File: src/design/length_prefixed_nal_to_start_code_top_assert.svh
// assertion macros shared by the converter modules
// expects clk and rst_n in the scope of each use
`ifndef LENGTH_PREFIXED_NAL_TO_START_CODE_TOP_ASSERT_SVH
`define LENGTH_PREFIXED_NAL_TO_START_CODE_TOP_ASSERT_SVH

// same-cycle implication, off during reset
`define NAL2SC_ASSERT_IMPLIES(lbl, ante, cons, msg) \
    lbl: assert property (@(posedge clk) disable iff (!rst_n) (ante) |-> (cons)) \
        else $error(msg);

// next-cycle implication, off during reset
`define NAL2SC_ASSERT_NEXT(lbl, ante, cons, msg) \
    lbl: assert property (@(posedge clk) disable iff (!rst_n) (ante) |=> (cons)) \
        else $error(msg);

`endif

File: src/design/nal2sc_pkg.sv
// shared types and constants of the length-prefixed to start-code converter
// no dependencies
`default_nettype none

package nal2sc_pkg;

    // defaults for the top-level parameters
    localparam int START_CODE_BYTES_DEF = 4;
    localparam int SAMPLE_SIZE_BITS_DEF = 24;
    localparam int QUEUE_DEPTH_DEF      = 4;

    // fixed field widths
    localparam int BYTE_W     = 8;
    localparam int LEN_W      = 24;
    localparam int CFG_W      = 3;
    localparam int LEN_ACC_W  = 32;

    // length prefix size limits and reset value
    localparam logic [CFG_W-1:0] PREFIX_MIN   = 3'd1;
    localparam logic [CFG_W-1:0] PREFIX_MAX   = 3'd4;
    localparam logic [CFG_W-1:0] PREFIX_RESET = 3'd4;

    // start code bytes
    localparam logic [BYTE_W-1:0] SC_ZERO_BYTE = 8'h00;
    localparam logic [BYTE_W-1:0] SC_LAST_BYTE = 8'h01;

    // one input beat
    typedef struct packed {
        logic [BYTE_W-1:0] data_byte;
        logic              sample_first;
        logic [LEN_W-1:0]  sample_length;
    } in_item_t;

    // one output beat
    typedef struct packed {
        logic [BYTE_W-1:0] out_byte;
        logic              unit_begin;
        logic [LEN_W-1:0]  unit_length;
        logic              first_unit_of_sample;
        logic              unit_end;
        logic              last_of_run;
    } out_item_t;

    // command from front to back: a start code burst or one payload byte
    typedef struct packed {
        logic              is_start;
        logic [BYTE_W-1:0] data;
        logic [LEN_W-1:0]  len;
        logic              fst;
        logic              end_flag;
    } unit_cmd_t;

endpackage

`default_nettype wire

File: src/design/nal2sc_front.sv
// front end: parses length prefixes and tracks sample bounds, one byte a beat
// depends on nal2sc_pkg and the assertion macro header
`default_nettype none

`include "length_prefixed_nal_to_start_code_top_assert.svh"

module nal2sc_front #(
    parameter int SAMPLE_SIZE_BITS = nal2sc_pkg::SAMPLE_SIZE_BITS_DEF
) (
    input  wire logic                          clk,
    input  wire logic                          rst_n,
    input  wire logic                          cfg_we,
    input  wire logic [nal2sc_pkg::CFG_W-1:0]  cfg_wdata,
    input  wire logic                          accept,
    input  wire nal2sc_pkg::in_item_t          item,
    output      logic                          push,
    output      nal2sc_pkg::unit_cmd_t         cmd
);

    localparam int SIZE_W = SAMPLE_SIZE_BITS;
    localparam int ACC_W  = nal2sc_pkg::LEN_ACC_W;
    localparam int CFG_W  = nal2sc_pkg::CFG_W;

    typedef enum logic [1:0] {
        PH_LENGTH  = 2'b01,
        PH_PAYLOAD = 2'b10
    } phase_t;

    phase_t             phase_reg, phase_next;
    logic [ACC_W-1:0]   acc_reg, acc_next;
    logic [CFG_W-1:0]   seen_reg, seen_next;
    logic [SIZE_W-1:0]  rem_reg, rem_next;
    logic [SIZE_W-1:0]  left_reg, left_next;
    logic               drop_reg, drop_next;
    logic               first_pend_reg, first_pend_next;
    logic [CFG_W-1:0]   cfg_reg;
    logic [CFG_W-1:0]   prefix;

    // effective prefix size, out-of-range codes clamp
    always_comb
    begin
        if (cfg_reg < nal2sc_pkg::PREFIX_MIN)
            prefix = nal2sc_pkg::PREFIX_MIN;
        else if (cfg_reg > nal2sc_pkg::PREFIX_MAX)
            prefix = nal2sc_pkg::PREFIX_MAX;
        else
            prefix = cfg_reg;
    end

    // classify the beat and compute the next parse state
    always_comb
    begin
        phase_t            ph;
        logic [ACC_W-1:0]  acc;
        logic [CFG_W-1:0]  seen;
        logic [SIZE_W-1:0] rem;
        logic [SIZE_W-1:0] left;
        logic              drop;
        logic              fp;
        logic [SIZE_W-1:0] left_dec;
        logic [SIZE_W-1:0] rem_dec;
        logic [ACC_W-1:0]  acc_new;
        logic [CFG_W-1:0]  seen_new;

        phase_next      = phase_reg;
        acc_next        = acc_reg;
        seen_next       = seen_reg;
        rem_next        = rem_reg;
        left_next       = left_reg;
        drop_next       = drop_reg;
        first_pend_next = first_pend_reg;
        push            = 1'b0;
        cmd             = '0;

        // a new sample restarts the parser
        if (item.sample_first)
        begin
            ph   = PH_LENGTH;
            acc  = '0;
            seen = '0;
            rem  = '0;
            left = SIZE_W'(item.sample_length);
            drop = 1'b0;
            fp   = 1'b1;
        end
        else
        begin
            ph   = phase_reg;
            acc  = acc_reg;
            seen = seen_reg;
            rem  = rem_reg;
            left = left_reg;
            drop = drop_reg;
            fp   = first_pend_reg;
        end

        left_dec = left - SIZE_W'(1);
        rem_dec  = (rem != '0) ? (rem - SIZE_W'(1)) : rem;
        acc_new  = {acc[ACC_W-9:0], item.data_byte};
        seen_new = seen + CFG_W'(1);

        if (accept)
        begin
            phase_next      = ph;
            acc_next        = acc;
            seen_next       = seen;
            rem_next        = rem;
            left_next       = left;
            drop_next       = drop;
            first_pend_next = fp;

            // bytes past the end of the sample are ignored
            if (left != '0)
            begin
                left_next = left_dec;
                if (!drop)
                begin
                    unique case (ph)
                        PH_PAYLOAD:
                        begin
                            rem_next     = rem_dec;
                            push         = 1'b1;
                            cmd.is_start = 1'b0;
                            cmd.data     = item.data_byte;
                            cmd.fst      = fp;
                            cmd.end_flag = (rem_dec == '0);
                            if (rem_dec == '0)
                            begin
                                phase_next      = PH_LENGTH;
                                first_pend_next = 1'b0;
                            end
                        end
                        PH_LENGTH:
                        begin
                            acc_next  = acc_new;
                            seen_next = seen_new;
                            // length field complete
                            if (seen_new >= prefix)
                            begin
                                acc_next  = '0;
                                seen_next = '0;
                                if (acc_new > ACC_W'(left_dec))
                                begin
                                    drop_next = 1'b1;
                                end
                                else
                                begin
                                    push         = 1'b1;
                                    cmd.is_start = 1'b1;
                                    cmd.len      = acc_new[nal2sc_pkg::LEN_W-1:0];
                                    cmd.fst      = fp;
                                    cmd.end_flag = (acc_new == '0);
                                    if (acc_new == '0)
                                    begin
                                        first_pend_next = 1'b0;
                                    end
                                    else
                                    begin
                                        rem_next   = SIZE_W'(acc_new);
                                        phase_next = PH_PAYLOAD;
                                    end
                                end
                            end
                        end
                        default:
                        begin
                            phase_next = PH_LENGTH;
                        end
                    endcase
                end
            end
        end
    end

    // parse state
    always_ff @(posedge clk or negedge rst_n)
    begin
        if (!rst_n)
        begin
            phase_reg      <= PH_LENGTH;
            acc_reg        <= '0;
            seen_reg       <= '0;
            rem_reg        <= '0;
            left_reg       <= '0;
            drop_reg       <= 1'b0;
            first_pend_reg <= 1'b1;
        end
        else
        begin
            phase_reg      <= phase_next;
            acc_reg        <= acc_next;
            seen_reg       <= seen_next;
            rem_reg        <= rem_next;
            left_reg       <= left_next;
            drop_reg       <= drop_next;
            first_pend_reg <= first_pend_next;
        end
    end

    // length prefix size register
    always_ff @(posedge clk or negedge rst_n)
    begin
        if (!rst_n)
            cfg_reg <= nal2sc_pkg::PREFIX_RESET;
        else if (cfg_we)
            cfg_reg <= cfg_wdata;
    end

    `NAL2SC_ASSERT_IMPLIES(a_payload_has_bytes, phase_reg == PH_PAYLOAD, rem_reg != '0,
        "payload phase with no bytes remaining")
    `NAL2SC_ASSERT_IMPLIES(a_drop_is_silent, accept && drop_reg && !item.sample_first,
        !push, "command issued while dropping the rest of a sample")

endmodule

`default_nettype wire

File: src/design/nal2sc_queue.sv
// command queue between front and back, register-based fifo
// depends on nal2sc_pkg and the assertion macro header
`default_nettype none

`include "length_prefixed_nal_to_start_code_top_assert.svh"

module nal2sc_queue #(
    parameter int DEPTH = nal2sc_pkg::QUEUE_DEPTH_DEF
) (
    input  wire logic                  clk,
    input  wire logic                  rst_n,
    input  wire logic                  push,
    input  wire nal2sc_pkg::unit_cmd_t push_cmd,
    input  wire logic                  pop,
    output      logic                  not_full,
    output      logic                  not_empty,
    output      nal2sc_pkg::unit_cmd_t head
);

    // depth is a power of two, at least 2, so pointers wrap by themselves
    localparam int PTR_W = $clog2(DEPTH);
    localparam int CNT_W = $clog2(DEPTH + 1);

    nal2sc_pkg::unit_cmd_t entry_reg [DEPTH];
    logic [PTR_W-1:0]      wr_ptr_reg, wr_ptr_next;
    logic [PTR_W-1:0]      rd_ptr_reg, rd_ptr_next;
    logic [CNT_W-1:0]      count_reg, count_next;

    assign not_full  = (count_reg != CNT_W'(DEPTH));
    assign not_empty = (count_reg != '0);
    assign head      = entry_reg[rd_ptr_reg];

    // pointer and fill updates
    always_comb
    begin
        wr_ptr_next = push ? (wr_ptr_reg + PTR_W'(1)) : wr_ptr_reg;
        rd_ptr_next = pop  ? (rd_ptr_reg + PTR_W'(1)) : rd_ptr_reg;
        case ({push, pop})
            2'b10:   count_next = count_reg + CNT_W'(1);
            2'b01:   count_next = count_reg - CNT_W'(1);
            default: count_next = count_reg;
        endcase
    end

    always_ff @(posedge clk or negedge rst_n)
    begin
        if (!rst_n)
        begin
            wr_ptr_reg <= '0;
            rd_ptr_reg <= '0;
            count_reg  <= '0;
        end
        else
        begin
            wr_ptr_reg <= wr_ptr_next;
            rd_ptr_reg <= rd_ptr_next;
            count_reg  <= count_next;
        end
    end

    // entry storage
    always_ff @(posedge clk)
    begin
        if (push)
            entry_reg[wr_ptr_reg] <= push_cmd;
    end

    `NAL2SC_ASSERT_IMPLIES(a_fill_in_range, 1'b1, count_reg <= CNT_W'(DEPTH),
        "queue fill count beyond depth")

endmodule

`default_nettype wire

File: src/design/nal2sc_back.sv
// back end: expands queued commands into output beats behind an output register
// depends on nal2sc_pkg and the assertion macro header
`default_nettype none

`include "length_prefixed_nal_to_start_code_top_assert.svh"

module nal2sc_back #(
    parameter int START_CODE_BYTES = nal2sc_pkg::START_CODE_BYTES_DEF
) (
    input  wire logic                  clk,
    input  wire logic                  rst_n,
    input  wire logic                  head_valid,
    input  wire nal2sc_pkg::unit_cmd_t head,
    output      logic                  pop,
    output      logic                  conv_valid,
    input  wire logic                  conv_ready,
    output      nal2sc_pkg::out_item_t conv_item
);

    localparam int IDX_W = $clog2(START_CODE_BYTES);

    logic [IDX_W-1:0]      idx_reg, idx_next;
    logic                  valid_reg, valid_next;
    nal2sc_pkg::out_item_t out_reg, out_next;
    logic                  adv;
    logic                  sc_last;
    logic                  last_beat;

    assign conv_valid = valid_reg;
    assign conv_item  = out_reg;

    // one beat leaves the queue head whenever the output register frees up
    assign adv       = head_valid && (!valid_reg || conv_ready);
    assign sc_last   = (idx_reg == IDX_W'(START_CODE_BYTES - 1));
    assign last_beat = !head.is_start || sc_last;
    assign pop       = adv && last_beat;

    // beat contents
    always_comb
    begin
        out_next = '0;
        if (head.is_start)
        begin
            out_next.out_byte    = sc_last ? nal2sc_pkg::SC_LAST_BYTE
                                           : nal2sc_pkg::SC_ZERO_BYTE;
            out_next.unit_begin  = (idx_reg == '0);
            out_next.unit_length = (idx_reg == '0) ? head.len : '0;
            out_next.unit_end    = sc_last && head.end_flag;
            out_next.last_of_run = sc_last;
        end
        else
        begin
            out_next.out_byte    = head.data;
            out_next.unit_end    = head.end_flag;
            out_next.last_of_run = 1'b1;
        end
        out_next.first_unit_of_sample = head.fst;
    end

    // sequencer and output valid
    always_comb
    begin
        idx_next   = idx_reg;
        valid_next = valid_reg;
        if (adv)
        begin
            idx_next   = last_beat ? '0 : (idx_reg + IDX_W'(1));
            valid_next = 1'b1;
        end
        else if (conv_ready)
        begin
            valid_next = 1'b0;
        end
    end

    always_ff @(posedge clk or negedge rst_n)
    begin
        if (!rst_n)
        begin
            idx_reg   <= '0;
            valid_reg <= 1'b0;
        end
        else
        begin
            idx_reg   <= idx_next;
            valid_reg <= valid_next;
        end
    end

    // output payload register
    always_ff @(posedge clk)
    begin
        if (adv)
            out_reg <= out_next;
    end

    `NAL2SC_ASSERT_IMPLIES(a_burst_has_head, idx_reg != '0, head_valid && head.is_start,
        "start code burst in progress without a start command at the head")
    `NAL2SC_ASSERT_NEXT(a_pop_rewinds, pop, idx_reg == '0,
        "beat index not rewound after a command left the queue")

endmodule

`default_nettype wire

File: src/design/length_prefixed_nal_to_start_code_top.sv
// channel  | direction | handshake                  | beat
// byte     | in        | byte_valid / byte_ready    | byte_item (nal2sc_pkg::in_item_t)
// conv     | out       | conv_valid / conv_ready    | conv_item (nal2sc_pkg::out_item_t)
// cfg      | in        | cfg_we, no wait            | cfg_wdata (length prefix bytes)
//
// the front takes one input beat a cycle while the command queue has room
// a payload byte gives one output beat, a unit start gives START_CODE_BYTES beats;
// the queue of QUEUE_DEPTH commands and the output register absorb that burst
// an input beat's command is registered in the queue, then its output beat in the output register
// rst_n clears parse state, queue and output valid; prefix size resets to 4 bytes
// top level of the converter; depends on nal2sc_pkg, nal2sc_front, nal2sc_queue,
// nal2sc_back
`default_nettype none

module length_prefixed_nal_to_start_code_top #(
    parameter int START_CODE_BYTES = nal2sc_pkg::START_CODE_BYTES_DEF,
    parameter int SAMPLE_SIZE_BITS = nal2sc_pkg::SAMPLE_SIZE_BITS_DEF,
    parameter int QUEUE_DEPTH      = nal2sc_pkg::QUEUE_DEPTH_DEF
) (
    input  wire logic                         clk,
    input  wire logic                         rst_n,
    input  wire logic                         cfg_we,
    input  wire logic [nal2sc_pkg::CFG_W-1:0] cfg_wdata,
    input  wire logic                         byte_valid,
    output      logic                         byte_ready,
    input  wire nal2sc_pkg::in_item_t         byte_item,
    output      logic                         conv_valid,
    input  wire logic                         conv_ready,
    output      nal2sc_pkg::out_item_t        conv_item
);

    logic                  accept;
    logic                  push;
    logic                  pop;
    logic                  not_full;
    logic                  not_empty;
    nal2sc_pkg::unit_cmd_t push_cmd;
    nal2sc_pkg::unit_cmd_t head;

    // input beat taken while the queue has room for its command
    assign byte_ready = not_full;
    assign accept     = byte_valid && not_full;

    nal2sc_front #(
        .SAMPLE_SIZE_BITS (SAMPLE_SIZE_BITS)
    ) u_front (
        .clk       (clk),
        .rst_n     (rst_n),
        .cfg_we    (cfg_we),
        .cfg_wdata (cfg_wdata),
        .accept    (accept),
        .item      (byte_item),
        .push      (push),
        .cmd       (push_cmd)
    );

    nal2sc_queue #(
        .DEPTH (QUEUE_DEPTH)
    ) u_queue (
        .clk       (clk),
        .rst_n     (rst_n),
        .push      (push),
        .push_cmd  (push_cmd),
        .pop       (pop),
        .not_full  (not_full),
        .not_empty (not_empty),
        .head      (head)
    );

    nal2sc_back #(
        .START_CODE_BYTES (START_CODE_BYTES)
    ) u_back (
        .clk        (clk),
        .rst_n      (rst_n),
        .head_valid (not_empty),
        .head       (head),
        .pop        (pop),
        .conv_valid (conv_valid),
        .conv_ready (conv_ready),
        .conv_item  (conv_item)
    );

endmodule

`default_nettype wire

File: config.mk
export PLATFORM = sky130hd
export DESIGN_NAME = length_prefixed_nal_to_start_code_top
export DESIGN_NICKNAME = d
export VERILOG_FILES = /design/src/design/nal2sc_pkg.sv /design/src/design/nal2sc_front.sv /design/src/design/nal2sc_queue.sv /design/src/design/nal2sc_back.sv /design/src/design/length_prefixed_nal_to_start_code_top.sv
export VERILOG_INCLUDE_DIRS = /design/src /design/src/design
export SDC_FILE = /design/constraint.sdc
export NUM_CORES = 1
export LEC_CHECK = 0
export BUFFER_PORTS_ARGS = -buffer_cell sky130_fd_sc_hd__buf_2
export CAP_MARGIN = 20
export CORE_MARGIN = 2
export CORE_UTILIZATION = 36
export DETAILED_ROUTE_END_ITERATION = 6
export SYNTH_ARGS = -nofsm -noshare
export SYNTH_HDL_FRONTEND = slang
export SYNTH_SLANG_ARGS = --single-unit
File: constraint.sdc
create_clock -name clk -period 13.9 [get_ports clk]
set_input_delay 0.695 -clock clk [delete_from_list [all_inputs] [get_ports clk]]
set_output_delay 0.695 -clock clk [all_outputs]
set_load 0.01 [all_outputs]
==> results.json <==
{
  "worstRegToRegCells": 23,
  "grt_max_degree": 73,
  "end_kind": "flop",
  "final_cells": 1791,
  "fin_nets": 1339,
  "hp-class": "primary input to asynchronous set/reset pin",
  "io-pin-count": 79,
  "dp_cells": 1738,
  "grtUsageMet1": 0.253,
  "netlist_instances": 1200,
  "ff2ff_setup_slack_ps": 7620,
  "synth_top_area_frac": 0.380,
  "finalClockSkew_ps": 28.0,
  "fp.dieW_um": 200,
  "clk_pin_slew_ps": 60,
  "grtUsageTotal": 0.186,
  "dieArea_mm2": 0.0402,
  "synthArstFlopShare": 0.343,
  "slew_headroom": 0.281,
  "synth_edf_count": 176,
  "clockBufferDepth": 3,
  "numClockSinks": 268,
  "path_buf_inv": 3,
  "power.share.combinational": 0.406,
  "period_needed_ps": 6660,
  "area_growth_pct": 13.5,
  "timing.max_cap.violations": 0,
  "synth_top_area_cell": "edfxtp_1",
  "cpLargestDelayFamily": "simple AND/OR/NAND/NOR gates",
  "synthFlopType": "edfxtp_1",
  "cts_hold_buf": 0,
  "ys_ff_latch": 268,
  "grt_pass1_wl_um": 58700,
  "core_mm2": 0.0378,
  "clk_latency_ps": 580,
  "cts_resized": 0,
  "cts_tree": "yes",
  "p_leak_nw": 6.06,
  "drt_wl_total_um": 37400,
  "h-tree-depth": 1,
  "crit_arrival_ps": 7150,
  "fmax_mhz": 150,
  "drive_gt1_frac": 0.163,
  "cp.depth": 24,
  "final.setup.worst_slack_ps": 7240,
  "fillers": 3552,
  "place.gp.congestion": 0.954,
  "worstSetupPathType": "primary input to flop",
  "grt_remaining_overflow": 0,
  "firstDrtPassIters": 6,
  "tns_ps": 0,
  "synth_fp_nets": 1282,
  "drc": 0,
  "power_frac_seq": 0.366,
  "die_y_um": 200,
  "synth.most_common_cell": "edfxtp_1",
  "path_max_fanout": 62,
  "num_vias": 10048,
  "wire_per_inst_um": 20.9,
  "finalPower_w": 0.00341,
  "cts_buffers": 28,
  "critPathRequiredTime_ps": 14390,
  "fin_crit_sh": 0.479,
  "synth_cell_type_count": 76,
  "reg2reg_to": "u_queue.count_reg[2]",
  "hpwl_um": 24900,
  "syn_area_mm2": 0.0139,
  "synthTopCellsByArea": "edfxtp_1, dfrtp_1, mux4_2, ha_1, o21ai_0",
  "fp-row-count": 71,
  "yosys_warnings": 0,
  "port_buffers": 78,
  "busiest_layer": "met2",
  "dp_slack_ps": 6690,
  "ir_drop_mv": 0.135,
  "p_switching_w": 0.00131,
  "postCtsSetupRepairBufs": 0,
  "hold_ws_ps": 98.2,
  "p_sw_frac": 0.384,
  "p_int_w": 0.00210,
  "largest_reg_flops": 140,
  "start_util": 0.367,
  "antenna_left": 0,
  "clkPwrFrac": 0.229,
  "antenna_found_initial": 1,
  "cp_cell_sequence": "buf_4 > mux2i_1 > ha_1 > or4b_2 > a222oi_1 > nand3_1 > nor3_1 > xor2_1 > a21oi_1 > ha_1 > nand3_1 > nor3_1 > nand4_1 > o22ai_1 > a21o_1 > buf_4 > nor2_1 > nor2_1 > inv_1 > ha_1 > fa_1 > xnor2_1 > nor2_1 > xor2_1",
  "grt_pass1_vias": 10013,
  "synth_area_per_cell_um2": 11.6,
  "maxSlewViolCount": 0,
  "p_per_area_mw_per_mm2": 216,
  "critPathMaxStageDelay_ps": 670,
  "hold_viol": 0,
  "rsz0062_at_grt": "no",
  "grt_util_met3": 0.0394,
  "viasPerCell": 5.61,
  "root_buffer": "clkbuf_16",
  "grtUsageMet2": 0.300,
  "slowest_stage": "a222oi_1",
  "status": "finished, final reports clean",
  "worstMarginPinSlew_ps": 1060,
  "reg2reg_from": "u_front.left_reg[0]",
  "yosys-top-cells-count": "edfxtp_1, nand2_1, o21ai_0",
  "finalSetupViolCount": 0,
  "start_kind": "primary input",
  "drtIter0Drc": 913,
  "yosysSeqAreaShare": 0.546
}
[placed cells by master (no fill, tap or decap), drive strengths merged, types with 7 or more instances in the layout]
master and n:
dfrtp 89, nor3 31, mux2i 19, and3 31, or3 13, a211oi 8
nor2b 33, clkinv 7, ha 40, edfxtp 176, or2 7, inv 32
o21a 8, a21oi 44, nand2 116, mux4 35, buf 96, and2 38
o22ai 7, nor4 17, o31ai 10, xnor2 25, nand4 10, o211ai 7
or4 11, a21o 7, a22oi 26, nand3 17, o21ai 100, nor2 58
a22o 10, clkbuf 39, mux2 8, xor2 12
[power groups by stage]
| stage | sequential (W) | clock, W | combinational [W] |
|---|---|---|---|
| floorplan | 0.00124 | 0 | 0.000974 |
| finish | 0.00125 | 0.000779 | 0.00138 |
| global placement | 0.00125 | 0 | 0.00137 |
| global route | 0.00127 | 0.000837 | 0.00153 |
| CTS | 0.00124 | 0.000799 | 0.00138 |
| detailed placement | 0.00126 | 0 | 0.00138 |
[routing by layer]
| layer | vias to the layer above | wire length, um |
|---|---|---|
| met3 | 68 | 2650 |
| met2 | 371 | 17400 |
| met4 | 0 | 1040 |
| li1 | 4676 | - |
| met1 | 4933 | 16300 |
| met5 | - | 0 |
[per-stage QoR]
step	util	cell area [um^2]
5_1_grt	0.417	15800
6_report	0.417	15800
3_5_place_dp	0.391	14800
2_1_floorplan	-	13900
3_3_place_gp	0.391	14800
4_1_cts	0.417	15800
[worst register-to-register path: cells and delay by family, from the launching register on]
family | cells | cell delay, ps
mux | 1 | 400
xor+xnor | 3 | 460
simple gates | 9 | 2120
buf+inv | 2 | 410
compound gates | 4 | 1140
fa+ha+maj | 4 | 1280
flops | 1 | 380
[worst max-delay path by stage]
stage	endpoint	startpoint	slack [ps]
floorplan	u_queue.entry_reg[0][0]	byte_item[24]	6580
global route	u_queue.count_reg[2]	byte_item[24]	6600
global placement	u_queue.count_reg[2]	byte_item[24]	6900
CTS	u_queue.count_reg[2]	byte_item[24]	7230
finish	u_queue.count_reg[2]	byte_item[24]	7240
detailed placement	u_queue.count_reg[2]	byte_item[24]	6690
[layout make-up]
| class | instances | area (um^2) | area share |
|---|---|---|---|
| Multi-Input combinational cell | 832 | 5930 | 0.376 |
| Inverter | 31 | 116 | 0.00737 |
| Tap cell | 511 | 639 | 0.0405 |
| Timing Repair Buffer | 96 | 531 | 0.0336 |
| Sequential cell | 268 | 7590 | 0.481 |
| Clock inverter | 13 | 180 | 0.0114 |
| Clock buffer | 39 | 792 | 0.0502 |
| Antenna cell | 1 | 2.50 | 0.000159 |
[logic make-up after synthesis]
family / count (synthesis) / share of synthesized area
compound gates: 285 / 0.135
xor+xnor: 37 / 0.0233
fa+ha+maj: 41 / 0.0374
buf+inv: 100 / 0.0288
flops: 268 / 0.546
mux: 62 / 0.0769
simple gates: 407 / 0.153
No activity file was read; power rests on OpenSTA's default activity.
